**src/hw/rtl/altbl_pkg.sv**
```systemverilog
`timescale 1ns / 1ps
// ----------------------------------------------------------------------------
// altbl_pkg
// Shared types and codes for the array list table.
// ----------------------------------------------------------------------------
package altbl_pkg;

    // Operation codes carried in the input transaction
    typedef enum logic [2:0] {
        OP_CLEAR  = 3'd0,
        OP_APPEND = 3'd1,
        OP_INSERT = 3'd2,
        OP_REMOVE = 3'd3,
        OP_SEARCH = 3'd4,
        OP_RMVAL  = 3'd5
    } op_t;

    // Sequencer states, one-hot
    typedef enum logic [4:0] {
        ST_IDLE = 5'b00001,
        ST_SCAN = 5'b00010,
        ST_SHUP = 5'b00100,
        ST_SHDN = 5'b01000,
        ST_DONE = 5'b10000
    } state_t;

    // Result of one operation
    typedef struct packed {
        logic       is_full;
        logic       is_empty;
        logic [4:0] count;
        logic [3:0] found_index;
        logic       ok;
    } result_t;

endpackage

```
**src/hw/rtl/array_list_table_core.sv**
```systemverilog
`timescale 1ns / 1ps
// ----------------------------------------------------------------------------
// array_list_table_core
// Ordered list of signed 32-bit values with clear, append, insert, remove,
// search and remove-by-value operations.
// ----------------------------------------------------------------------------
// Usage:
//   One operation enters on the s_ channel and gives exactly one result on
//   the m_ channel. One operation is worked on at a time; s_tready is high
//   only while the sequencer is idle.
//   Clear, append, failed checks and unused codes go straight to the final
//   step; insert, remove, search and remove-value walk the entry memory
//   one entry per cycle through its single read port. The next operation
//   is accepted once the sequencer has returned to idle after handing its
//   result over to the output register.
//   A result waits in the output register while m_tready is low; the next
//   operation is still accepted and worked on, and holds in its final step
//   until the output register is free.
//   Reset empties the list; the entry memory is not cleared and needs no
//   clearing pass.
// ----------------------------------------------------------------------------
module array_list_table_core #(
    parameter int CAPACITY = 16
) (
    input  logic        aclk,
    input  logic        aresetn,
    // operation in
    input  logic        s_tvalid,
    output logic        s_tready,
    input  logic [39:0] s_tdata,   // [2:0] operation, [34:3] value, [39:35] position
    // result out
    output logic        m_tvalid,
    input  logic        m_tready,
    output logic [15:0] m_tdata    // [0] ok, [4:1] found_index, [9:5] count,
                                   // [10] is_empty, [11] is_full, [15:12] zero
);

    localparam int CW = $clog2(CAPACITY + 1);
    localparam int IW = $clog2(CAPACITY);

    logic               res_valid;
    logic               res_ready;
    altbl_pkg::result_t res;

    logic               mem_we;
    logic [IW-1:0]      mem_waddr;
    logic [31:0]        mem_wdata;
    logic               mem_re;
    logic [IW-1:0]      mem_raddr;
    logic [31:0]        mem_rdata;

    logic               m_valid_reg;
    altbl_pkg::result_t m_res_reg;

    altbl_seq #(
        .CAPACITY (CAPACITY),
        .CW       (CW),
        .IW       (IW)
    ) u_seq (
        .aclk        (aclk),
        .aresetn     (aresetn),
        .in_valid    (s_tvalid),
        .in_ready    (s_tready),
        .in_op       (s_tdata[2:0]),
        .in_value    (s_tdata[34:3]),
        .in_position (s_tdata[39:35]),
        .res_ready   (res_ready),
        .res_valid   (res_valid),
        .res         (res),
        .mem_we      (mem_we),
        .mem_waddr   (mem_waddr),
        .mem_wdata   (mem_wdata),
        .mem_re      (mem_re),
        .mem_raddr   (mem_raddr),
        .mem_rdata   (mem_rdata)
    );

    altbl_ram #(
        .DEPTH (CAPACITY),
        .AW    (IW),
        .W     (32)
    ) u_ram (
        .aclk    (aclk),
        .wr_en   (mem_we),
        .wr_addr (mem_waddr),
        .wr_data (mem_wdata),
        .rd_en   (mem_re),
        .rd_addr (mem_raddr),
        .rd_data (mem_rdata)
    );

    // output register: free when empty or being drained this cycle
    assign res_ready = !m_valid_reg || m_tready;

    always_ff @(posedge aclk) begin
        if (!aresetn) begin
            m_valid_reg <= 1'b0;
        end else if (res_valid && res_ready) begin
            m_valid_reg <= 1'b1;
        end else if (m_tready) begin
            m_valid_reg <= 1'b0;
        end
    end

    always_ff @(posedge aclk) begin
        if (res_valid && res_ready) begin
            m_res_reg <= res;
        end
    end

    assign m_tvalid = m_valid_reg;
    assign m_tdata  = {4'b0000, m_res_reg};

endmodule

```
**src/hw/rtl/altbl_ram.sv**
```systemverilog
`timescale 1ns / 1ps
// ----------------------------------------------------------------------------
// altbl_ram
// Simple dual-port entry memory: one write port, one registered read port.
// ----------------------------------------------------------------------------
module altbl_ram #(
    parameter int DEPTH = 16,
    parameter int AW    = 4,
    parameter int W     = 32
) (
    input  logic          aclk,
    input  logic          wr_en,
    input  logic [AW-1:0] wr_addr,
    input  logic [W-1:0]  wr_data,
    input  logic          rd_en,
    input  logic [AW-1:0] rd_addr,
    output logic [W-1:0]  rd_data
);

    logic [W-1:0] mem [DEPTH];
    logic [W-1:0] rd_data_reg;

    // write port
    always_ff @(posedge aclk) begin
        if (wr_en) begin
            mem[wr_addr] <= wr_data;
        end
    end

    // read port, registered
    always_ff @(posedge aclk) begin
        if (rd_en) begin
            rd_data_reg <= mem[rd_addr];
        end
    end

    assign rd_data = rd_data_reg;

endmodule

```
**src/hw/rtl/altbl_seq.sv**
```systemverilog
`timescale 1ns / 1ps
// ----------------------------------------------------------------------------
// altbl_seq
// Operation sequencer: holds the entry count and walks the entry memory
// for search and shift operations, one entry per cycle.
// ----------------------------------------------------------------------------
module altbl_seq #(
    parameter int CAPACITY = 16,
    parameter int CW       = 5,
    parameter int IW       = 4
) (
    input  logic                aclk,
    input  logic                aresetn,
    // operation in
    input  logic                in_valid,
    output logic                in_ready,
    input  logic [2:0]          in_op,
    input  logic [31:0]         in_value,
    input  logic [4:0]          in_position,
    // result out
    input  logic                res_ready,
    output logic                res_valid,
    output altbl_pkg::result_t  res,
    // entry memory
    output logic                mem_we,
    output logic [IW-1:0]       mem_waddr,
    output logic [31:0]         mem_wdata,
    output logic                mem_re,
    output logic [IW-1:0]       mem_raddr,
    input  logic [31:0]         mem_rdata
);

    localparam int CMPW = (CW > 5) ? CW : 5;

    altbl_pkg::state_t state_reg, state_next;
    altbl_pkg::op_t    op_reg, op_next;
    logic [CW-1:0]     count_reg, count_next;
    logic [CW-1:0]     idx_reg, idx_next;
    logic [CW-1:0]     pipe_idx_reg, pipe_idx_next;
    logic              pipe_vld_reg, pipe_vld_next;
    logic [CW-1:0]     pos_reg, pos_next;
    logic [31:0]       value_reg, value_next;
    logic              ok_reg, ok_next;
    logic [3:0]        fidx_reg, fidx_next;

    logic              full;
    logic              hit;
    logic [CMPW-1:0]   pos_w;
    logic [CMPW-1:0]   cnt_w;

    assign full  = (count_reg == CW'(CAPACITY));
    assign hit   = pipe_vld_reg && (mem_rdata == value_reg);
    assign pos_w = CMPW'(in_position);
    assign cnt_w = CMPW'(count_reg);

    assign in_ready = (state_reg == altbl_pkg::ST_IDLE);

    // next-state and memory access control
    always_comb begin
        state_next    = state_reg;
        op_next       = op_reg;
        count_next    = count_reg;
        idx_next      = idx_reg;
        pipe_idx_next = pipe_idx_reg;
        pipe_vld_next = pipe_vld_reg;
        pos_next      = pos_reg;
        value_next    = value_reg;
        ok_next       = ok_reg;
        fidx_next     = fidx_reg;
        mem_we        = 1'b0;
        mem_waddr     = '0;
        mem_wdata     = value_reg;
        mem_re        = 1'b0;
        mem_raddr     = '0;
        res_valid     = 1'b0;

        case (state_reg)
            altbl_pkg::ST_IDLE: begin
                if (in_valid) begin
                    value_next    = in_value;
                    op_next       = altbl_pkg::op_t'(in_op);
                    ok_next       = 1'b0;
                    fidx_next     = '0;
                    pipe_vld_next = 1'b0;
                    state_next    = altbl_pkg::ST_DONE;
                    case (altbl_pkg::op_t'(in_op))
                        altbl_pkg::OP_CLEAR: begin
                            count_next = '0;
                            ok_next    = 1'b1;
                        end
                        altbl_pkg::OP_APPEND: begin
                            if (!full) begin
                                mem_we     = 1'b1;
                                mem_waddr  = IW'(count_reg);
                                mem_wdata  = in_value;
                                count_next = count_reg + CW'(1);
                                ok_next    = 1'b1;
                            end
                        end
                        altbl_pkg::OP_INSERT: begin
                            if (!full && (pos_w <= cnt_w)) begin
                                pos_next   = CW'(in_position);
                                idx_next   = count_reg;
                                state_next = altbl_pkg::ST_SHUP;
                            end
                        end
                        altbl_pkg::OP_REMOVE: begin
                            if (pos_w < cnt_w) begin
                                pos_next   = CW'(in_position);
                                idx_next   = CW'(in_position) + CW'(1);
                                state_next = altbl_pkg::ST_SHDN;
                            end
                        end
                        altbl_pkg::OP_SEARCH, altbl_pkg::OP_RMVAL: begin
                            idx_next   = '0;
                            state_next = altbl_pkg::ST_SCAN;
                        end
                        default: begin
                            // unused code: no change, failure reported
                        end
                    endcase
                end
            end

            // sequential scan for the first match
            altbl_pkg::ST_SCAN: begin
                if (hit) begin
                    pipe_vld_next = 1'b0;
                    if (op_reg == altbl_pkg::OP_SEARCH) begin
                        ok_next    = 1'b1;
                        fidx_next  = 4'(pipe_idx_reg);
                        state_next = altbl_pkg::ST_DONE;
                    end else begin
                        pos_next   = pipe_idx_reg;
                        idx_next   = pipe_idx_reg + CW'(1);
                        state_next = altbl_pkg::ST_SHDN;
                    end
                end else if (idx_reg < count_reg) begin
                    mem_re        = 1'b1;
                    mem_raddr     = IW'(idx_reg);
                    pipe_vld_next = 1'b1;
                    pipe_idx_next = idx_reg;
                    idx_next      = idx_reg + CW'(1);
                end else if (!pipe_vld_reg) begin
                    state_next = altbl_pkg::ST_DONE;
                end else begin
                    pipe_vld_next = 1'b0;
                end
            end

            // move later entries down by one: read i+1, write i
            altbl_pkg::ST_SHDN: begin
                if (pipe_vld_reg) begin
                    mem_we    = 1'b1;
                    mem_waddr = IW'(pipe_idx_reg - CW'(1));
                    mem_wdata = mem_rdata;
                end
                if (idx_reg < count_reg) begin
                    mem_re        = 1'b1;
                    mem_raddr     = IW'(idx_reg);
                    pipe_vld_next = 1'b1;
                    pipe_idx_next = idx_reg;
                    idx_next      = idx_reg + CW'(1);
                end else begin
                    pipe_vld_next = 1'b0;
                    if (!pipe_vld_reg) begin
                        count_next = count_reg - CW'(1);
                        ok_next    = 1'b1;
                        state_next = altbl_pkg::ST_DONE;
                    end
                end
            end

            // move entries up by one from the top: read i-1, write i
            altbl_pkg::ST_SHUP: begin
                if (pipe_vld_reg) begin
                    mem_we    = 1'b1;
                    mem_waddr = IW'(pipe_idx_reg);
                    mem_wdata = mem_rdata;
                end
                if (idx_reg > pos_reg) begin
                    mem_re        = 1'b1;
                    mem_raddr     = IW'(idx_reg - CW'(1));
                    pipe_vld_next = 1'b1;
                    pipe_idx_next = idx_reg;
                    idx_next      = idx_reg - CW'(1);
                end else begin
                    pipe_vld_next = 1'b0;
                    if (!pipe_vld_reg) begin
                        mem_we     = 1'b1;
                        mem_waddr  = IW'(pos_reg);
                        mem_wdata  = value_reg;
                        count_next = count_reg + CW'(1);
                        ok_next    = 1'b1;
                        state_next = altbl_pkg::ST_DONE;
                    end
                end
            end

            // hand the result over once the output stage is free
            altbl_pkg::ST_DONE: begin
                res_valid = 1'b1;
                if (res_ready) begin
                    state_next = altbl_pkg::ST_IDLE;
                end
            end

            default: begin
                state_next = altbl_pkg::ST_IDLE;
            end
        endcase
    end

    // control state
    always_ff @(posedge aclk) begin
        if (!aresetn) begin
            state_reg    <= altbl_pkg::ST_IDLE;
            count_reg    <= '0;
            pipe_vld_reg <= 1'b0;
        end else begin
            state_reg    <= state_next;
            count_reg    <= count_next;
            pipe_vld_reg <= pipe_vld_next;
        end
    end

    // working registers
    always_ff @(posedge aclk) begin
        op_reg       <= op_next;
        idx_reg      <= idx_next;
        pipe_idx_reg <= pipe_idx_next;
        pos_reg      <= pos_next;
        value_reg    <= value_next;
        ok_reg       <= ok_next;
        fidx_reg     <= fidx_next;
    end

    // result fields
    always_comb begin
        res.ok          = ok_reg;
        res.found_index = fidx_reg;
        res.count       = 5'(count_reg);
        res.is_empty    = (count_reg == '0);
        res.is_full     = full;
    end

endmodule

```
**config.mk**
```make
export PLATFORM = sky130hd
export DESIGN_NAME = array_list_table_core
export DESIGN_NICKNAME = d
export VERILOG_FILES = /design/src/hw/rtl/altbl_pkg.sv /design/src/hw/rtl/array_list_table_core.sv /design/src/hw/rtl/altbl_ram.sv /design/src/hw/rtl/altbl_seq.sv
export SDC_FILE = /design/constraint.sdc
export NUM_CORES = 1
export LEC_CHECK = 0
export ABC_AREA = 0
export BUFFER_PORTS_ARGS = -buffer_cell sky130_fd_sc_hd__buf_2
export CELL_PAD_IN_SITES_DETAIL_PLACEMENT = 0
export CELL_PAD_IN_SITES_GLOBAL_PLACEMENT = 1
export CORE_UTILIZATION = 30
export CTS_BUF_LIST = sky130_fd_sc_hd__clkbuf_2 sky130_fd_sc_hd__clkbuf_4 sky130_fd_sc_hd__clkbuf_8
export CTS_CLUSTER_DIAMETER = 200
export DETAILED_ROUTE_END_ITERATION = 8
export PLACE_DENSITY_LB_ADDON = 0.1
export SYNTH_ARGS = -nofsm -noshare
export SYNTH_HDL_FRONTEND = slang
export SYNTH_SLANG_ARGS = --single-unit
```
**constraint.sdc**
```tcl
create_clock -name aclk -period 4.8 [get_ports aclk]
set_input_delay 0.48 -clock aclk [delete_from_list [all_inputs] [get_ports aclk]]
set_output_delay 0.48 -clock aclk [all_outputs]
set_load 0.05 [all_outputs]
```
==> impl_metrics.tcl, run 1 <==
set metrics [dict create \
    status "finished, final reports clean" \
    seq_power_share 0.518 \
    routed-wl-met3_um 4050 \
    drv_cap 0 \
    p_switching_mw 3.24 \
    cts_htree_levels 3 \
    gp_congestion 0.833 \
    post_cts_buffers 0 \
    rows 107 \
    start_util 0.305 \
    min_from "s_tdata[26]" \
    cts_tree "done" \
    cp.required_ns 5.21 \
    power_density_mw_per_mm2 414 \
    max_slew_margin 0.242 \
    clkPwrFrac 0.381 \
    end_kind "register" \
    die_x_um 297 \
    async_reset_ff_frac 0 \
    root_buffer "clkbuf_8" \
    sw_frac_of_total 0.254 \
    routed-via-count 17200 \
    layoutNonFillerInstCount 3407 \
    path_max_fanout 25 \
    fin_skew_ns 0.0431 \
    ys.flop_type "edfxtp_1" \
    die_area_mm2 0.0880 \
    post_cts_resize_count 0 \
    rsz0062_at_grt "false" \
    final_antenna_net_count 0 \
    grt_max_degree 67 \
    drv_slew 0 \
    hold_ws_ns 0.0827 \
    crit_arrival_ns 5.02 \
    grt_usage 0.190 \
    clockBufferDepth 3 \
    synth_seq_cells 623 \
    critPathKind "register to register" \
    cts_sinks 623 \
    final_cell_mix "edfxtp_1, nand2_1, clkbuf_8, a21oi_1, nand3_1" \
    die_height_um 297 \
    yosys_warnings 0 \
    largest_reg_flops 512 \
    crit_start "u_ram.rd_data[4]" \
    path_clk_slew_ns 0.05 \
    fin_nets 2242 \
    highest_layer "met5" \
    cts_hold_buf 29 \
    critPathLaunchType "register" \
    tns_ns 0 \
    cts_inserted_buffers 114 \
    design.core.area_mm2 0.0855 \
    grt_pass1_vias 17100 \
    yosysSeqAreaShare 0.713 \
    grt_first_pass_wirelength_um 122000 \
    hp-class "input pin to register" \
    syn_area_mm2 0.0261 \
    total_power_mw 12.7 \
    drt-met1-wl_um 39700 \
    portBuffers 57 \
    postRouteWirelength_um 84500 \
    leakage_nw 10.4 \
    post_drt_wl_per_cell_um 24.8 \
    drive_gt1_frac 0.154 \
    syn_avg_cell_area_um2 13.0 \
    met2WireLength_um 38900 \
    period_share 0.961 \
    antenna_found_initial 2 \
    drt-initial-drc-count 1300 \
    setup_ws_ns 0.186 \
    synth_edf_count 611 \
    pre_cts_slack_ns 0.177 \
    yosysTopAreaCellShare 0.704 \
    finalSetupViolCount 0 \
    syn2layout_area_growth_pct 17.9 \
    p_int_mw 9.49 \
    routed_via_density 5.05 \
    hold_viol 0 \
    layout_commonest_cell "edfxtp_1" \
    pin_count 62 \
    reg2reg_from "u_ram.rd_data[4]" \
    clock_latency_ns 0.73 \
    dp_cells 3174 \
    overflow 0 \
    firstDrtPassIters 5 \
    synth_cells 2011 \
    fin_crit_ns 4.61 \
    fin_util 0.359 \
    worst_slew_pin_slew_ns 1.14 \
    synth_cell_types 59 \
    drcViolationCount 0 \
    fmax_ghz 0.217 \
    yosys-top-cells-area "edfxtp_1, nand2_1, a21oi_1, nand3_1, and3_1" \
    synth_top_cell_by_area "edfxtp_1" \
    dpl.hpwl_um 49000 \
    ir_drop_v 0.000208 \
    postLayoutCellArea_mm2 0.0307 \
    place_area_mm2 0.0283 \
    comb_power_share 0.100 \
]
## cells by family after synthesis
family | count (synthesis) | synth area share
simple gates | 795 | 0.132
compound gates | 352 | 0.0921
mux | 26 | 0.00999
flops | 623 | 0.713
other cells | 1 | 0.000144
buf+inv | 145 | 0.0260
fa+ha+maj | 23 | 0.0110
xor+xnor | 46 | 0.0155
## worst max-delay path: stages (launching register included)
cell and delay, ns:
edfxtp_1 0.46, xnor2_1 0.53, nand4_1 0.25, nor4_1 0.61, buf_4 0.26, nand4_1 0.20, and3_1 0.28, a211o_2 0.65
buf_4 0.36, o311ai_1 0.71
## synthesized netlist by cell type (6+ instances only)
cell / n
a211oi_1: 39
a21o_1: 10
a21oi_1: 99
a221oi_1: 31
a22oi_1: 37
a31oi_1: 36
a32oi_1: 17
and2_1: 6
and3_1: 57
buf_1: 12
buf_2: 43
buf_4: 13
clkbuf_1: 50
dfxtp_1: 12
edfxtp_1: 611
ha_1: 23
inv_1: 23
mux2i_1: 26
nand2_1: 538
nand3_1: 80
nand4_1: 10
nor2_1: 48
nor2b_1: 6
nor3_1: 15
o21ai_0: 27
o311ai_1: 17
or4_1: 15
xnor2_1: 40
xor2_1: 6
## final timing paths
path / endpoint / slack, ns / cells after the start
worst min register to register: m_tdata[3] / 0.42 / 0
worst max-delay path: u_ram.rd_data[25] / 0.19 / 9
worst min-delay path: u_seq.value_reg[23] / 0.08 / 1
worst max register to register: u_ram.rd_data[25] / 0.19 / 9
## power by group through the flow
stage	Combinational, mW	Sequential, mW	Clock, mW
final	1.28	6.60	4.85
after detailed placement	1.28	6.71	0
after floorplan	0.727	6.70	0
after global placement	1.28	6.71	0
after global routing	1.42	6.61	5.25
after CTS	1.30	6.60	5.04
## area by class of cell
cell class / count / area [um^2]
Fill cell: 8366 / 54800
Sequential cell: 623 / 18600
Multi-Input combinational cell: 1246 / 6980
Clock buffer: 160 / 1960
Timing Repair Buffer: 167 / 1470
Tap cell: 1144 / 1430
Clock inverter: 43 / 208
Inverter: 23 / 86.3
Antenna cell: 1 / 2.50
## routing by layer
metal,global-route usage,up-vias
met2,0.299,478
met4,0.0559,2
li1,-,7850
met1,0.271,8730
met3,0.0289,134
met5,0,-
No activity file was read; power rests on OpenSTA's default activity.
==> run 2, diff against run 1 <==
--- a/config.mk
+++ b/config.mk
@@ -7,13 +7,10 @@
 export LEC_CHECK = 0
 export ABC_AREA = 0
 export BUFFER_PORTS_ARGS = -buffer_cell sky130_fd_sc_hd__buf_2
-export CELL_PAD_IN_SITES_DETAIL_PLACEMENT = 0
-export CELL_PAD_IN_SITES_GLOBAL_PLACEMENT = 1
 export CORE_UTILIZATION = 30
 export CTS_BUF_LIST = sky130_fd_sc_hd__clkbuf_2 sky130_fd_sc_hd__clkbuf_4 sky130_fd_sc_hd__clkbuf_8
 export CTS_CLUSTER_DIAMETER = 200
 export DETAILED_ROUTE_END_ITERATION = 8
-export PLACE_DENSITY_LB_ADDON = 0.1
 export SYNTH_ARGS = -nofsm -noshare
 export SYNTH_HDL_FRONTEND = slang
 export SYNTH_SLANG_ARGS = --single-unit
==> run 2 against run 1 <==
  * Hold slack improved by 0.0020 ns
  * Sequential share of layout area grew 1.2 points
  * First-iteration DRC count increased by 28%
  * Register-to-register slack improved by 0.11 ns
  * Worst setup slack improved by 0.11 ns
  * Utilization fell by 0.69 points
  * Via count rose by 0.12%
  * Die area is the same
  * Non-clock buffer count shrank 44
  * Critical path type unchanged
  * Critical endpoint is now u_ram.rd_data[27]
==> impl_metrics.tcl, run 2 (synthesis results as in run 1) <==
set metrics [dict create \
    status "finished, final reports clean" \
    crit_arrival_ns 4.95 \
    drv_cap 0 \
    finalSetupViolCount 0 \
    syn2layout_area_growth_pct 15.6 \
    post_drt_wl_per_cell_um 21.5 \
    cts_htree_levels 3 \
    ir_drop_v 0.000199 \
    critPathKind "register to register" \
    worst_slew_pin_slew_ns 1.23 \
    critical_path.cell_chain "xnor2_1 > nand4_1 > nor4_1 > and3_1 > o21ai_2 > a21oi_4 > buf_12 > and3_1 > a211oi_1 > or4_1" \
    sw_frac_of_total 0.249 \
    final_cell_mix "edfxtp_1, nand2_1, a21oi_1, clkbuf_8, nand3_1" \
    critPathLaunchType "register" \
    fin_skew_ns 0.0345 \
    fmax_ghz 0.222 \
    layout_commonest_cell "edfxtp_1" \
    crit_start "u_seq.value_reg[9]" \
    cp.required_ns 5.24 \
    crit_end "u_ram.rd_data[27]" \
    cts_tree "done" \
    routed_via_density 5.16 \
    tns_ns 0 \
    grt_pass1_vias 16600 \
    r2r_cells 10 \
    antenna_found_initial 4 \
    period_share 0.939 \
    clockBufferDepth 3 \
    postRouteWirelength_um 71600 \
    portBuffers 57 \
    design.core.area_mm2 0.0855 \
    firstDrtPassIters 5 \
    max_slew_margin 0.169 \
    dpl.hpwl_um 39300 \
    leakage_nw 10.1 \
    seq_power_share 0.543 \
    regArea_mm2 0.0186 \
    clock_latency_ns 0.71 \
    crit_top_cell "and3_1" \
    grt_max_degree 119 \
    multiInputGateArea_mm2 0.00699 \
    drcViolationCount 0 \
    path_max_fanout 118 \
    critPathMaxStageDelay_ns 0.96 \
    start_util 0.305 \
    drt-initial-drc-count 1666 \
    final_antenna_net_count 0 \
    largest_reg_flops 512 \
    grt_first_pass_wirelength_um 107000 \
    crit_slowest_cell "nor4_1" \
    comb_power_share 0.098 \
    path_clk_slew_ns 0.08 \
    hp-class "input pin to register" \
    end_kind "register" \
    grt_usage 0.160 \
    fill_cells 8237 \
    drive_gt1_frac 0.127 \
    power_density_mw_per_mm2 404 \
    cts_sinks 623 \
    routed-via-count 17200 \
    r2r-end "u_ram.rd_data[27]" \
    die_x_um 297 \
    post_cts_resize_count 0 \
    reg2reg_setup_slack_ns 0.29 \
    rows 107 \
    clkPwrFrac 0.359 \
    total_power_mw 12.2 \
    rsz0062_at_grt "false" \
    drv_slew 0 \
    die_area_mm2 0.0880 \
    p_switching_mw 3.03 \
    reg2reg_from "u_seq.value_reg[9]" \
    p_int_mw 9.16 \
    die_height_um 297 \
    overflow 0 \
    cts_inserted_buffers 96 \
    hold_viol 0 \
    pin_count 62 \
    fin_nets 2180 \
    gp_congestion 0.919 \
    fin_crit_ns 4.51 \
    root_buffer "clkbuf_8" \
]
-- run 2: cell count changes in the layout (fill, tap and decap cells not counted), moves of 2 or more --
cell           before  now
buf_4              58   18
diode_2             1    3
clkinv_8            1    3
dlygate4sd3_1      29   24
bufinv_16           0    3
clkbuf_8          121   97
clkbuf_4           39   31
-- run 2: metrics by stage --
stage                     instances   util  hold slack [ns]  setup slack [ns]  instance area [um^2]
final                          3336  0.352           0.0847             0.293                 30100
after global placement         3135  0.327            0.405             0.534                 28000
after detailed placement       3135  0.327            0.405             0.518                 28000
after CTS                      3333  0.352           0.0114             0.494                 30100
after floorplan                2014      -            0.400             0.749                 26100
after global routing           3335  0.352           0.0174            0.0818                 30100
-- run 2: worst min path at each step --
stage	from	end	slack [ns]	depth (start not counted)
after detailed placement	u_seq.fidx_reg[3]	m_tdata[4]	0.41	0
after global placement	u_seq.fidx_reg[0]	m_tdata[1]	0.40	0
final	s_tdata[27]	u_seq.value_reg[24]	0.08	1
after CTS	s_tdata[26]	u_seq.value_reg[23]	0.01	1
after global routing	s_tdata[26]	u_seq.value_reg[23]	0.02	1
after floorplan	u_seq.ok_reg	m_tdata[0]	0.40	0
-- run 2: metal layers --
| layer | up-vias | GRT usage | routed length [um] |
|---|---|---|---|
| met5 | - | 0 | 0 |
| met4 | 0 | 0.0474 | 1450 |
| met3 | 105 | 0.0343 | 5990 |
| met2 | 765 | 0.240 | 31900 |
| met1 | 8635 | 0.232 | 32300 |
| li1 | 7709 | - | - |
-- run 2: final cells by class --
cell class | instances | area share
clock inverters | 46 | 0.0107
clock buffers | 128 | 0.0520
well taps | 1144 | 0.0475
inverters | 23 | 0.00286
multi-input cells | 1246 | 0.232
flip-flops and latches | 623 | 0.617
repair buffers | 123 | 0.0379
diodes | 3 | 0.000249
-- run 2: power groups by stage --
stage | logic, mW | registers [mW] | clock network, mW
after global placement | 1.14 | 6.72 | 0
after global routing | 1.32 | 6.63 | 4.70
after detailed placement | 1.18 | 6.73 | 0
after CTS | 1.20 | 6.62 | 4.46
after floorplan | 0.727 | 6.70 | 0
final | 1.19 | 6.62 | 4.38
-- run 2: repair_timing --
action                                 in CTS  in global routing
endpoints found under the hold margin      24                  0
hold buffers                               24                  0
buffers inserted                            0                  0
-- run 2: worst max-delay path, delay by kind of cell, from the launching register on --
kind / cells / cell delay (ns)
xor gates and xnor gates: 1 / 0.49
and+or+nand+nor: 5 / 2.36
DFF: 1 / 0.41
buffers and inverters: 1 / 0.39
AOI/OAI and AO/OA: 3 / 0.52
==> run 3, diff against run 2 <==
--- a/config.mk
+++ b/config.mk
@@ -7,6 +7,7 @@
 export LEC_CHECK = 0
 export ABC_AREA = 0
 export BUFFER_PORTS_ARGS = -buffer_cell sky130_fd_sc_hd__buf_2
+export CORE_MARGIN = 2
 export CORE_UTILIZATION = 30
 export CTS_BUF_LIST = sky130_fd_sc_hd__clkbuf_2 sky130_fd_sc_hd__clkbuf_4 sky130_fd_sc_hd__clkbuf_8
 export CTS_CLUSTER_DIAMETER = 200
==> constraint.sdc (replaced) <==
create_clock -name aclk -period 4.8 [get_ports aclk]
set_input_delay 0.24 -clock aclk [delete_from_list [all_inputs] [get_ports aclk]]
set_output_delay 0.24 -clock aclk [all_outputs]
set_load 0.05 [all_outputs]
==> run 3 against run 2 <==
  * Non-clock buffer count rose by 30
  * Hold slack improved by 0.18 ns
  * Utilization is essentially flat
  * Largest power group unchanged
  * Cell count up 1.3%
  * Routed wire length grew 0.80%
  * Critical endpoint is now u_ram.rd_data[30]
  * Power grew 0.68%
  * Clock power is 1% higher
==> impl_metrics.tcl, run 3 (synthesis results as in run 1) <==
set metrics [dict create \
    status "finished, final reports clean" \
    drive_gt1_frac 0.134 \
    die_area_mm2 0.0892 \
    crit_arrival_ns 4.73 \
    end_kind "register" \
    hp-class "input pin to register" \
    die_x_um 299 \
    cts_inserted_buffers 97 \
    firstDrtPassIters 5 \
    fin_util 0.352 \
    fin_nets 2211 \
    critical_path.cell_chain "xnor2_1 > nand4_1 > nor2_1 > and3_1 > o21ai_2 > a21oi_4 > buf_12 > and3_1 > a211oi_1 > or4_1" \
    path_clk_slew_ns 0.06 \
    die_height_um 299 \
    worst_slew_pin_slew_ns 1.00 \
    p_int_mw 9.20 \
    fmax_ghz 0.233 \
    grt_pass1_vias 16900 \
    power_density_mw_per_mm2 403 \
    reg2reg_from "u_seq.value_reg[26]" \
    reg2reg_setup_slack_ns 0.51 \
    grt_max_degree 90 \
    cts_tree "done" \
    overflow 0 \
    grt_first_pass_wirelength_um 107000 \
    gp_congestion 0.927 \
    setup_ws_ns 0.513 \
    fin_skew_ns 0.0520 \
    routed_via_density 5.23 \
    postRouteWirelength_um 72200 \
    drv_cap 0 \
    place_area_mm2 0.0281 \
    seq_power_share 0.538 \
    post_cts_buffers 0 \
    cp.required_ns 5.24 \
    max_slew_margin 0.332 \
    root_buffer "clkbuf_8" \
    rsz0062_at_grt "false" \
    portBuffers 57 \
    ir_drop_v 0.000215 \
    path_max_fanout 68 \
    drt-initial-drc-count 2091 \
    tns_ns 0 \
    clock_latency_ns 0.72 \
    hold_viol 0 \
    leakage_nw 10.2 \
    clockBufferDepth 3 \
    grt_usage 0.158 \
    multiInputGateArea_mm2 0.00698 \
    dp_cells 3156 \
    design.core.area_mm2 0.0865 \
    hold_end "u_seq.value_reg[20]" \
    syn2layout_area_growth_pct 16.9 \
    hold_ws_ns 0.265 \
    cts_htree_levels 3 \
    cts_hold_buf 44 \
    finalSetupViolCount 0 \
    crit_slowest_cell "a21oi_4" \
    start_util 0.301 \
    drv_slew 0 \
    dpl.hpwl_um 40600 \
    r2r_cells 10 \
    critPathKind "register to register" \
    critPathMaxStageDelay_ns 0.61 \
    layoutNonFillerInstCount 3381 \
    post_cts_resize_count 0 \
    clkPwrFrac 0.362 \
    pin_count 62 \
    final_antenna_net_count 0 \
    regArea_mm2 0.0186 \
    post_drt_wl_per_cell_um 21.4 \
    drcViolationCount 0 \
    crit_top_cell "and3_1" \
    period_share 0.893 \
    final_cell_mix "edfxtp_1, nand2_1, clkbuf_8, a21oi_1, nand3_1" \
    r2r-end "u_ram.rd_data[30]" \
    cts_sinks 623 \
    comb_power_share 0.100 \
    sw_frac_of_total 0.250 \
    fill_cells 8402 \
    antenna_found_initial 2 \
    routed-via-count 17700 \
    largest_reg_flops 512 \
    critPathLaunchType "register" \
    total_power_mw 12.3 \
    postLayoutCellArea_mm2 0.0305 \
    fin_crit_ns 4.29 \
    whs_path_depth 2 \
    min_from "s_tdata[23]" \
    rows 108 \
    p_switching_mw 3.07 \
    pre_cts_slack_ns 0.585 \
    layout_commonest_cell "edfxtp_1" \
]
## run 3: cell types whose count changed in the layout (fill, tap and decap cells not counted), sizes merged
| cell | previous run | this run |
|---|---|---|
| bufinv | 3 | 1 |
| buf | 99 | 109 |
| clkbuf | 128 | 143 |
| diode | 3 | 2 |
| clkinv | 40 | 30 |
| dlygate4sd3 | 24 | 44 |
| inv | 24 | 26 |
## run 3: how the worst max path moves through the flow
stage,from,to,slack (ns)
finish,u_seq.value_reg[26],u_ram.rd_data[30],0.51
global route,u_seq.value_reg[26],u_ram.rd_data[30],0.32
CTS,u_seq.value_reg[26],u_ram.rd_data[30],0.57
detailed placement,u_seq.value_reg[26],u_ram.rd_data[30],0.59
global placement,u_seq.value_reg[26],u_ram.rd_data[30],0.64
floorplan,u_seq.state_reg[3],u_ram.mem[5][0],0.75
## run 3: area by class of cell
| type | count | area share |
|---|---|---|
| clock buffers | 143 | 0.0558 |
| multi-input cells | 1246 | 0.229 |
| repair buffers | 153 | 0.0473 |
| diodes | 2 | 0.000164 |
| inverters | 23 | 0.00283 |
| flip-flops and latches | 623 | 0.610 |
| well taps | 1155 | 0.0474 |
| clock inverters | 36 | 0.00715 |
## run 3: routing by layer
layer  vias up  GRT usage  routed length, um
li1       7776          -                  -
met1      8907      0.230              31900
met2       863      0.240              32300
met3       119     0.0323               6530
met4         2     0.0424               1450
met5         -          0                 13
## run 3: worst max-delay path: cells and delay by family (launching register included)
kind                   cells  cell delay [ns]
flip-flops                 1             0.41
XOR/XNOR                   1             0.38
buffers and inverters      1             0.34
AO/OA/AOI/OAI              3             0.87
AND/OR/NAND/NOR            5             1.94
## run 3: power by group through the flow
stage	Sequential, mW	Combinational (mW)	Clock (mW)
finish	6.61	1.22	4.44
global route	6.62	1.35	4.75
CTS	6.61	1.22	4.53
detailed placement	6.72	1.19	0
global placement	6.71	1.15	0
floorplan	6.70	0.727	0
